File: config.mk
export PLATFORM = sky130hd
export DESIGN_NAME = keyed_quantity_table
export DESIGN_NICKNAME = d
export VERILOG_FILES = /design/src/hw/rtl/kqt_pkg.sv /design/src/hw/rtl/kqt_ram.sv /design/src/hw/rtl/kqt_ctrl.sv /design/src/hw/rtl/keyed_quantity_table.sv
export VERILOG_INCLUDE_DIRS = /design/src /design/src/hw/rtl
export SDC_FILE = /design/constraint.sdc
export NUM_CORES = 1
export LEC_CHECK = 0
export BUFFER_PORTS_ARGS = -buffer_cell sky130_fd_sc_hd__buf_2
export CAP_MARGIN = 20
export CORE_UTILIZATION = 62
export CTS_CLUSTER_SIZE = 24
export DETAILED_ROUTE_END_ITERATION = 6
export GPL_TIMING_DRIVEN = 0
export PLACE_DENSITY = 0.79
export SLEW_MARGIN = 20
export SYNTH_ARGS = -nofsm -noshare
export SYNTH_HDL_FRONTEND = slang
export SYNTH_HIERARCHICAL = 1
export SYNTH_SLANG_ARGS = --single-unit
File: constraint.sdc
create_clock -name clock -period 9.35 [get_ports clock]
set_input_delay 0.4675 -clock clock [delete_from_list [all_inputs] [get_ports clock]]
set_output_delay 0.4675 -clock clock [all_outputs]
set_load 0.005 [all_outputs]
File: src/hw/rtl/keyed_quantity_table_macros.svh
// Assertion macros shared by the keyed quantity table RTL.
// No dependencies; the bodies are empty when SYNTHESIS is defined.
`ifndef KEYED_QUANTITY_TABLE_MACROS_SVH
`define KEYED_QUANTITY_TABLE_MACROS_SVH

`ifndef SYNTHESIS

// Check a property on every clock edge outside of reset.
`define KQT_ASSERT(lbl, clk, rst, prop, msg) \
   lbl: assert property (@(posedge clk) disable iff (rst) prop) else $error(msg);

// Check that a condition is followed by another one in the next cycle.
`define KQT_ASSERT_NEXT(lbl, clk, rst, ante, cons, msg) \
   lbl: assert property (@(posedge clk) disable iff (rst) (ante) |=> (cons)) else $error(msg);

`else

`define KQT_ASSERT(lbl, clk, rst, prop, msg)
`define KQT_ASSERT_NEXT(lbl, clk, rst, ante, cons, msg)

`endif

`endif

File: src/hw/rtl/kqt_pkg.sv
// Types, codes and sizes of the keyed quantity table.
// No dependencies; imported by kqt_ctrl and the top level.
`default_nettype none

package kqt_pkg;

   localparam int ENTRIES = 16;
   localparam int IDX_W   = (ENTRIES > 1) ? $clog2(ENTRIES) : 1;
   localparam int CNT_W   = IDX_W + 1;
   localparam int KEY_W   = 16;
   localparam int AMT_W   = 32;
   localparam int SLOT_W  = 4;
   localparam int RAM_W   = KEY_W + AMT_W;

   typedef enum logic [1:0] {
      OP_ADD    = 2'd0,
      OP_REMOVE = 2'd1,
      OP_CHECK  = 2'd2
   } op_type;

   typedef enum logic [2:0] {
      ST_UPDATED   = 3'd0,
      ST_INSERTED  = 3'd1,
      ST_FULL      = 3'd2,
      ST_NOT_FOUND = 3'd3,
      ST_SHORT     = 3'd4,
      ST_FOUND     = 3'd5
   } status_type;

   typedef enum logic [1:0] {
      S_IDLE,
      S_SCAN,
      S_APPLY
   } fsm_type;

   typedef struct packed {
      logic [1:0]       opcode;
      logic [KEY_W-1:0] item_key;
      logic [AMT_W-1:0] amount;
   } req_type;

   typedef struct packed {
      logic [2:0]        status;
      logic [AMT_W-1:0]  count_out;
      logic [SLOT_W-1:0] slot_out;
   } rsp_type;

   // one access to the key/count memory
   typedef struct packed {
      logic             en;
      logic             we;
      logic [IDX_W-1:0] addr;
      logic [RAM_W-1:0] wdata;
   } ram_req_type;

   // slot index as reported on the result port (low bits, zero extended)
   function automatic logic [SLOT_W-1:0] to_slot(input logic [IDX_W-1:0] idx);
      logic [31:0] wide;
      wide = 32'(idx);
      return wide[SLOT_W-1:0];
   endfunction

endpackage

`default_nettype wire

File: src/hw/rtl/kqt_ram.sv
// Generic single-port synchronous RAM with a registered read.
// No dependencies.
`default_nettype none

module kqt_ram #(
   parameter int WIDTH = 8,
   parameter int DEPTH = 16,
   localparam int AW   = (DEPTH > 1) ? $clog2(DEPTH) : 1
) (
   input  wire logic             clock,
   input  wire logic             en,
   input  wire logic             we,
   input  wire logic [AW-1:0]    addr,
   input  wire logic [WIDTH-1:0] wdata,
   output logic      [WIDTH-1:0] rdata
);

   logic [WIDTH-1:0] mem_ff [DEPTH];
   logic [WIDTH-1:0] rdata_ff;

   // write or read one entry per cycle
   always_ff @(posedge clock) begin
      if (en) begin
         if (we) begin
            mem_ff[addr] <= wdata;
         end else begin
            rdata_ff <= mem_ff[addr];
         end
      end
   end

   assign rdata = rdata_ff;

endmodule

`default_nettype wire

File: src/hw/rtl/kqt_ctrl.sv
// Sequencer of the keyed quantity table: scan, update, valid bits, result.
// Depends on kqt_pkg and keyed_quantity_table_macros.svh.
`default_nettype none
`include "keyed_quantity_table_macros.svh"

module kqt_ctrl
   import kqt_pkg::*;
(
   input  wire logic             clock,
   input  wire logic             reset,
   input  wire logic             start,
   output logic                  busy,
   input  wire req_type          req_item,
   output logic                  rsp_valid,
   output rsp_type               rsp_item,
   output ram_req_type           ram_req,
   input  wire logic [RAM_W-1:0] ram_rdata
);

   fsm_type          state_ff, state_in;
   logic [ENTRIES-1:0] valid_ff, valid_in;
   logic [CNT_W-1:0] scan_idx_ff, scan_idx_in;
   logic             cmp_vld_ff, cmp_vld_in;
   logic [IDX_W-1:0] cmp_idx_ff, cmp_idx_in;
   logic             hit_ff, hit_in;
   logic [IDX_W-1:0] hit_idx_ff, hit_idx_in;
   logic [AMT_W-1:0] hit_count_ff, hit_count_in;
   logic             free_ff, free_in;
   logic [IDX_W-1:0] free_idx_ff, free_idx_in;
   req_type          req_ff, req_in;
   logic             rsp_valid_ff, rsp_valid_in;
   rsp_type          rsp_item_ff, rsp_item_in;

   logic [KEY_W-1:0] rd_key;
   logic [AMT_W-1:0] rd_count;
   logic             entry_hit;
   logic             entry_free;
   logic             last_entry;
   logic [AMT_W:0]   sum_wide;
   logic [AMT_W-1:0] sum_sat;
   logic [AMT_W-1:0] diff;
   logic             short_count;

   // split the read word and compare the entry under test
   assign rd_key     = ram_rdata[RAM_W-1 -: KEY_W];
   assign rd_count   = ram_rdata[AMT_W-1:0];
   assign entry_hit  = cmp_vld_ff && valid_ff[cmp_idx_ff] && (rd_key == req_ff.item_key);
   assign entry_free = cmp_vld_ff && !valid_ff[cmp_idx_ff];
   assign last_entry = (cmp_idx_ff == IDX_W'(ENTRIES - 1));

   // arithmetic on the matched count
   assign sum_wide    = {1'b0, hit_count_ff} + {1'b0, req_ff.amount};
   assign sum_sat     = sum_wide[AMT_W] ? {AMT_W{1'b1}} : sum_wide[AMT_W-1:0];
   assign short_count = (hit_count_ff < req_ff.amount);
   assign diff        = hit_count_ff - req_ff.amount;

   // next state, memory access and result
   always_comb begin
      state_in     = state_ff;
      valid_in     = valid_ff;
      scan_idx_in  = scan_idx_ff;
      cmp_vld_in   = 1'b0;
      cmp_idx_in   = cmp_idx_ff;
      hit_in       = hit_ff;
      hit_idx_in   = hit_idx_ff;
      hit_count_in = hit_count_ff;
      free_in      = free_ff;
      free_idx_in  = free_idx_ff;
      req_in       = req_ff;
      rsp_valid_in = 1'b0;
      rsp_item_in  = rsp_item_ff;
      ram_req      = '0;

      case (state_ff)
         S_IDLE: begin
            if (start) begin
               req_in      = req_item;
               scan_idx_in = '0;
               hit_in      = 1'b0;
               free_in     = 1'b0;
               state_in    = S_SCAN;
            end
         end

         S_SCAN: begin
            // remember the lowest empty slot
            if (entry_free && !free_ff) begin
               free_in     = 1'b1;
               free_idx_in = cmp_idx_ff;
            end
            if (entry_hit) begin
               hit_in       = 1'b1;
               hit_idx_in   = cmp_idx_ff;
               hit_count_in = rd_count;
               state_in     = S_APPLY;
            end else if (cmp_vld_ff && last_entry) begin
               state_in = S_APPLY;
            end else if (scan_idx_ff < CNT_W'(ENTRIES)) begin
               // issue the read of the next entry
               ram_req.en  = 1'b1;
               ram_req.addr = scan_idx_ff[IDX_W-1:0];
               cmp_vld_in  = 1'b1;
               cmp_idx_in  = scan_idx_ff[IDX_W-1:0];
               scan_idx_in = scan_idx_ff + CNT_W'(1);
            end
         end

         S_APPLY: begin
            rsp_valid_in = 1'b1;
            state_in     = S_IDLE;
            rsp_item_in  = '{status: ST_NOT_FOUND, count_out: '0, slot_out: '0};
            case (req_ff.opcode)
               OP_ADD: begin
                  if (hit_ff) begin
                     ram_req     = '{en: 1'b1, we: 1'b1, addr: hit_idx_ff,
                                     wdata: {req_ff.item_key, sum_sat}};
                     rsp_item_in = '{status: ST_UPDATED, count_out: sum_sat,
                                     slot_out: to_slot(hit_idx_ff)};
                  end else if (free_ff) begin
                     ram_req     = '{en: 1'b1, we: 1'b1, addr: free_idx_ff,
                                     wdata: {req_ff.item_key, req_ff.amount}};
                     valid_in[free_idx_ff] = 1'b1;
                     rsp_item_in = '{status: ST_INSERTED, count_out: req_ff.amount,
                                     slot_out: to_slot(free_idx_ff)};
                  end else begin
                     rsp_item_in = '{status: ST_FULL, count_out: '0, slot_out: '0};
                  end
               end
               OP_REMOVE: begin
                  if (hit_ff && !short_count) begin
                     ram_req     = '{en: 1'b1, we: 1'b1, addr: hit_idx_ff,
                                     wdata: {req_ff.item_key, diff}};
                     if (diff == '0) begin
                        valid_in[hit_idx_ff] = 1'b0;
                     end
                     rsp_item_in = '{status: ST_UPDATED, count_out: diff,
                                     slot_out: to_slot(hit_idx_ff)};
                  end else if (hit_ff) begin
                     rsp_item_in = '{status: ST_SHORT, count_out: hit_count_ff,
                                     slot_out: to_slot(hit_idx_ff)};
                  end
               end
               OP_CHECK: begin
                  if (hit_ff) begin
                     rsp_item_in = '{status: ST_FOUND, count_out: hit_count_ff,
                                     slot_out: to_slot(hit_idx_ff)};
                  end
               end
               default: begin
                  rsp_item_in = '{status: ST_NOT_FOUND, count_out: '0, slot_out: '0};
               end
            endcase
         end

         default: begin
            state_in = S_IDLE;
         end
      endcase
   end

   // control registers
   always_ff @(posedge clock) begin
      if (reset) begin
         state_ff     <= S_IDLE;
         valid_ff     <= '0;
         cmp_vld_ff   <= 1'b0;
         rsp_valid_ff <= 1'b0;
      end else begin
         state_ff     <= state_in;
         valid_ff     <= valid_in;
         cmp_vld_ff   <= cmp_vld_in;
         rsp_valid_ff <= rsp_valid_in;
      end
   end

   // payload registers
   always_ff @(posedge clock) begin
      scan_idx_ff  <= scan_idx_in;
      cmp_idx_ff   <= cmp_idx_in;
      hit_ff       <= hit_in;
      hit_idx_ff   <= hit_idx_in;
      hit_count_ff <= hit_count_in;
      free_ff      <= free_in;
      free_idx_ff  <= free_idx_in;
      req_ff       <= req_in;
      rsp_item_ff  <= rsp_item_in;
   end

   assign busy      = (state_ff != S_IDLE);
   assign rsp_valid = rsp_valid_ff;
   assign rsp_item  = rsp_item_ff;

   `KQT_ASSERT(a_rsp_from_apply, clock, reset, rsp_valid_ff |-> $past(state_ff == S_APPLY), "result without update cycle")
   `KQT_ASSERT_NEXT(a_rsp_single, clock, reset, rsp_valid_ff, !rsp_valid_ff, "result strobe held")
   `KQT_ASSERT_NEXT(a_start_scan, clock, reset, start && !busy, state_ff == S_SCAN, "item not taken")
   `KQT_ASSERT(a_write_in_apply, clock, reset, ram_req.we |-> (state_ff == S_APPLY), "write outside update")
   `KQT_ASSERT_NEXT(a_hit_valid, clock, reset, (state_ff == S_SCAN) && entry_hit, valid_ff[hit_idx_ff], "hit on empty slot")

endmodule

`default_nettype wire

File: src/hw/rtl/keyed_quantity_table.sv
// Top level of the keyed quantity table: sequencer plus key/count memory.
// Depends on kqt_pkg, kqt_ram and kqt_ctrl.
`default_nettype none

// A table of ENTRIES slots (16), each with a 16-bit key and a 32-bit count.
// Raise start with an item on req_item while busy is low; the item is taken at
// that edge and busy stays high until it is done. Add raises a matching count
// (saturating) or claims the lowest empty slot, remove subtracts when the count
// suffices and empties the slot at zero, check reports the count. Exactly one
// result comes back per item on rsp_item, marked by rsp_valid for a single
// cycle; the receiver cannot stall it and must take it in that cycle. The
// keys sit in a single-port memory that is read one entry per cycle, and a hit
// ends the scan early. A new item can be given in the cycle in which the
// previous result is shown. Slots are empty after reset; no clearing pass is
// needed.
module keyed_quantity_table
   import kqt_pkg::*;
(
   input  wire logic    clock,
   input  wire logic    reset,
   input  wire logic    start,
   output logic         busy,
   input  wire req_type req_item,
   output logic         rsp_valid,
   output rsp_type      rsp_item
);

   ram_req_type      ram_req;
   logic [RAM_W-1:0] ram_rdata;

   // sequencer with valid bits and result register
   kqt_ctrl u_ctrl (
      .clock     (clock),
      .reset     (reset),
      .start     (start),
      .busy      (busy),
      .req_item  (req_item),
      .rsp_valid (rsp_valid),
      .rsp_item  (rsp_item),
      .ram_req   (ram_req),
      .ram_rdata (ram_rdata)
   );

   // key and count of every slot
   kqt_ram #(
      .WIDTH (RAM_W),
      .DEPTH (ENTRIES)
   ) u_ram (
      .clock (clock),
      .en    (ram_req.en),
      .we    (ram_req.we),
      .addr  (ram_req.addr),
      .wdata (ram_req.wdata),
      .rdata (ram_rdata)
   );

endmodule

`default_nettype wire
-- Word level (Yosys, flattened, before mapping)
Memories as Yosys holds them, arrays and structs flattened. A register that Yosys moved wholly into a read port is not among the register bits.
Index checks and enable logic that the tools add are counted.
- memories: 1
- bits of input ports: 53
- bits in writable memories: 768
- logic and storage cells: 130
- register bits after elaboration: 160
- memory list (memory ; depth ; bits a word ; rd ports ; clocked after Yosys merged registers in ; wr ports ; line ; RTL):
    u_ram.mem_ff ; 16 ; 48 ; 1 ; 1 ; 1 ; kqt_ram.sv:18 ; logic [WIDTH-1:0] mem_ff [DEPTH];
- eq/ne operators: 17
- add/sub/neg operators: 3
- magnitude comparators: 7
- mux-type cells: 50
- bitwise gates (word level): 7
- reduce and logical (&&, ||, !) cells: 28
- operator list (kind ; count):
    $mux 54 ; 3
    $mux 39 ; 4
    $pmux 39 s3 ; 1
    $pmux 54 s2 ; 1
    $mux 16 ; 4
    $mux 48 ; 1
    $mux 38 ; 1
    $add 32x32->33 ; 1
    $logic_not 32->1 ; 1
    $lt 32x32->1 ; 1
    $mux 32 ; 1
    $pmux 16 s2 ; 1
    $sub 32x32->32 ; 1
    $mux 5 ; 4
    $and 16x16->16 ; 1
    $eq 16x16->1 ; 1
    $not 16->16 ; 1
    $or 16x16->16 ; 1
    $lt 4x5->1 const B ; 3
    $mux 1 ; 14
    $mux 4 ; 3
    $ne 2x1->1 const B ; 6
    $pmux 5 s2 ; 1
    $reduce_and 2->1 ; 5
    other kinds (24) ; 51

-- Depth between registers and ports, before layout
- depth after elaboration: 9
- mapped depth: 19
- gate-level depth less buffers: 16

-- By module
The synthesis kept the hierarchy.
- by module, submodules not included (module ; area each (um^2) ; cells an instance ; instances ; seq. area each (um^2)):
    kqt_ram ; 30264.0 ; 1247 ; 1 ; 24503.5
    kqt_ctrl ; 10745.3 ; 1117 ; 1 ; 4604.4

-- Least setup slack after synthesis
No wires, ideal clock.
- path type: reg-to-reg
- start: register u_ctrl/req_ff[0] (netlist bit)
- end: memory u_ram/mem_ff[0][0] (netlist bit), enable pin
- buffers on the path: 1
- required time: 8.837 ns
- arrival: 6.736 ns
- cell stages (with the launch flop): 16
- path slack: 2.101 ns
- cell sequence: edfxtp_1 -> ha_1 -> fa_1 -> and2b_1 -> o2111ai_1 -> nand3b_1 -> a31o_2 -> nor2_1 -> a31oi_1 -> nand2_1 -> a21oi_1 -> clkbuf_1 -> o21a_1 -> nand2_1 -> or3_1 -> nor3_1
- RTL lines (item ; line ; RTL):
    start: declaration ; kqt_ctrl.sv:30 ; req_type req_ff, req_in;
    start signal: assignment ; kqt_ctrl.sv:185 ; req_ff <= req_in;
    end: declaration ; kqt_ram.sv:18 ;

==> impl_metrics.tcl <==
set metrics [dict create \
    hpwl_um 74000 \
    place_area_sq_um 43900 \
    antenna_found_initial 4 \
    slew_headroom_pct 21.8 \
    critPathLaunchType "flip-flop" \
    ctsLongestPathBuffers 3 \
    clk_pin_slew_ns 0.06 \
    syn_avg_cell_area_sq_um 17.3 \
    design_area_sq_um 47400 \
    place.gp.congestion 0.968 \
    firstDrtPassIters 5 \
    cellLeakagePower_nw 15.1 \
    dieArea_sq_um 67200 \
    drive_gt1_share_pct 21.6 \
    whs_path_depth 1 \
    worstMarginPinSlew_ns 1.16 \
    run_status "complete, no violations" \
    grt_pass1_vias 25229 \
    hold_violations 0 \
    drc_errors 0 \
    wl_met3_um 12500 \
    gr-usage-all-layers_pct 36.2 \
    critPathArrivalTime_ns 7.37 \
    syn_area_sq_um 41000 \
    routed.top_layer "met5" \
    grt_pass1_wl_um 171000 \
    tritoncts "built" \
    synth_edf_count 956 \
    cts_inserted_buffers 94 \
    vdd_drop_max_v 0.000213 \
    routed_wl_um 120000 \
    cts_root_buf "clkbuf_16" \
    die_w_um 259 \
    synthesis.nets 2489 \
    seq_area_frac_synth_pct 71.0 \
    antenna_left 0 \
    syn2layout_area_growth_pct 15.5 \
    finalCritPeriodShare_pct 75.1 \
    wl_met1_um 42700 \
    criticalPathCategory "reg2reg" \
    setup_violations 0 \
    start_util_pct 63.2 \
    finalClockSkew_ns 0.0647 \
    rsz0062_at_grt "false" \
    diodes 0 \
    required_ns 9.69 \
    postLayoutCoreUtil_pct 72.9 \
    postCtsSetupRepairBufs 0 \
    period_minus_slack_ns 7.03 \
    cp-end-kind "flip-flop" \
    drt_iter0_drc 3270 \
    die_height_um 259 \
    hold_class "in2reg" \
    core_area_sq_um 64900 \
    syn_inst 2364 \
    io_pins 94 \
    grt_start_max_net_pins 35 \
    tns_ns 0 \
    worst_r2r_path_depth 20 \
    ys_seq_elements 976 \
    yosys_warnings 6 \
    power_per_cell_area_nw_per_um2 226 \
    maxCapViolations 0 \
    clock_sinks 976 \
    worstSkewPairLatency_ns 0.69 \
    wire_per_inst_um 33.3 \
    synth.distinct_cells 70 \
    wl_met2_um 58300 \
    async_flop_share_pct 0 \
    htreeDepth 3 \
    worst-path-max-fanout 10 \
    via_per_inst 6.94 \
    synth_ff_type "edfxtp_1" \
    fmax_ghz 0.142 \
    rows 93 \
    vias 24978 \
    slew_viol_final 0 \
    portBuffers 92 \
    overflow 0 \
    nets 2790 \
]
placed cells by master, fill, tap and decap left out, types with 35 or more instances in the layout:
cell | synthesis | layout
inv_1 | 75 | 75
clkbuf_16 | 0 | 95
mux4_2 | 197 | 197
and2_1 | 36 | 35
clkbuf_1 | 62 | 82
nor2_1 | 92 | 78
dlygate4sd3_1 | 0 | 43
xnor2_1 | 61 | 61
edfxtp_1 | 956 | 956
o21ai_0 | 49 | 49
buf_2 | 35 | 127
a22oi_1 | 106 | 106
ha_1 | 70 | 69
a21oi_1 | 110 | 109
nand2_1 | 149 | 149
sequential cells by signal (all words and copies together) (netlist names):
name / flops
u_ram/rdata: 48
u_ctrl/cmp_idx_ff: 4
u_ram/mem_ff: 768
u_ctrl/scan_idx_ff: 5
u_ctrl/valid_ff: 16
u_ctrl/hit_ff: 1
u_ctrl/rsp_valid: 1
u_ctrl/free_ff: 1
u_ctrl/req_ff: 50
u_ctrl/cmp_vld_ff: 1
u_ctrl/hit_count_ff: 32
u_ctrl/hit_idx_ff: 4
u_ctrl/rsp_item: 39
u_ctrl/free_idx_ff: 4
u_ctrl/state_ff: 2
cells in the mapped netlist, types with 4 or more instances:
library cell / n / area [sq um]
buf_4: 7 / 52.6
clkbuf_1: 62 / 233
a211oi_1: 10 / 75.1
xnor2_1: 61 / 534
xor2_1: 10 / 87.6
and3_1: 6 / 37.5
and2_1: 36 / 225
or3_1: 4 / 25.0
nand4_1: 17 / 106
mux4_2: 197 / 4440
buf_2: 35 / 175
buf_1: 4 / 15.0
o21a_1: 18 / 135
a22oi_1: 106 / 796
nor4_1: 8 / 50.1
or4_1: 8 / 60.1
edfxtp_1: 956 / 28700
mux2i_1: 4 / 40.0
nand2_1: 149 / 559
o21ai_0: 49 / 245
inv_1: 75 / 282
nor2b_1: 29 / 181
o221ai_1: 4 / 35.0
nor3_1: 21 / 105
o31ai_1: 10 / 75.1
buf_6: 15 / 169
dfxtp_1: 20 / 400
nor2_1: 92 / 345
a31oi_1: 13 / 81.3
nand3_1: 17 / 85.1
o21ba_2: 5 / 50.1
nand2b_1: 16 / 100
o21bai_1: 10 / 75.1
o211ai_1: 7 / 52.6
a21o_1: 16 / 120
a21oi_1: 110 / 551
ha_1: 70 / 876
a221oi_1: 23 / 201
a311oi_1: 16 / 140
final cells by class:
class / instances / area, sq um
Buffer: 123 / 644
Clock buffer: 115 / 2450
Clock inverter: 58 / 562
Fill cell: 3656 / 17600
Inverter: 75 / 282
Multi-Input combinational cell: 1190 / 11100
Sequential cell: 976 / 29100
Tap cell: 855 / 1070
Timing Repair Buffer: 205 / 2110
metal layers:
| layer | global-route usage, % | vias to the layer above |
|---|---|---|
| li1 | - | 10078 |
| met1 | 46.9 | 12551 |
| met2 | 59.0 | 1946 |
| met3 | 7.57 | 401 |
| met4 | 17.5 | 2 |
| met5 | 0 | - |
path summary, 6_finish.rpt:
path | from | to | slack [ns]
setup / recovery | u_ctrl/hit_count_ff[14] | u_ram/mem_ff[2][22] | 2.32
setup reg to reg | u_ctrl/hit_count_ff[14] | u_ram/mem_ff[2][22] | 2.32
hold / removal | req_item[23] | u_ctrl/req_ff[23] | 0.03
hold reg to reg | u_ram/rdata[28] | u_ctrl/hit_count_ff[28] | 0.42
worst max-delay path, stage by stage, from the launching register on:
cell and delay, ns:
edfxtp_1 0.58, ha_1 0.36, buf_2 0.19, nand4_1 0.20, nor4_1 0.32, and3_1 0.22
a31o_2 0.24, nor2_1 0.10, a31oi_1 0.59, o21a_1 0.41, a22oi_1 0.15, o21ai_0 0.22
and2_1 0.16, buf_2 0.35, buf_4 0.32, buf_2 0.33, nand4b_1 0.54, nor3_2 0.65
buf_4 0.28, buf_4 0.22, buf_4 0.23
power breakdown:
group          switching [mW]  leakage, nW  total (mW)  internal (mW)
Clock                    1.68         1.47        3.73           2.05
Combinational            1.18         5.25        1.82          0.636
Sequential              0.113         8.37        5.17           5.05
Total                    2.98         15.1        10.7           7.74
timing repair:
action | 4_1_cts | 5_1_grt
hold buffers | 43 | 0
hold endpoints to repair | 43 | 0
resized for setup | 0 | 0
kinds of logic (layout without fill, tap and decap cells):
kind of cell | Yosys count | after routing | synth area share (%)
flops | 976 | 976 | 71.0
compound gates | 423 | 423 | 7.10
simple gates | 423 | 423 | 5.00
mux | 201 | 201 | 10.9
buf+inv | 198 | 576 | 2.26
fa+ha+maj | 72 | 72 | 2.23
xor+xnor | 71 | 71 | 1.52
metrics by stage:
step	setup WS [ns]	hold slack (ns)	power, mW	std cells
final	2.32	0.0252	10.7	3597
after global routing	2.19	0.0120	11.0	3597
after CTS	2.52	0.00143	10.7	3597
after detailed placement	2.61	0.405	6.99	3381
after global placement	-3.90	0.401	6.93	3311
after floorplan	2.10	0.400	6.33	2364
No activity file was read; power rests on OpenSTA's default activity.
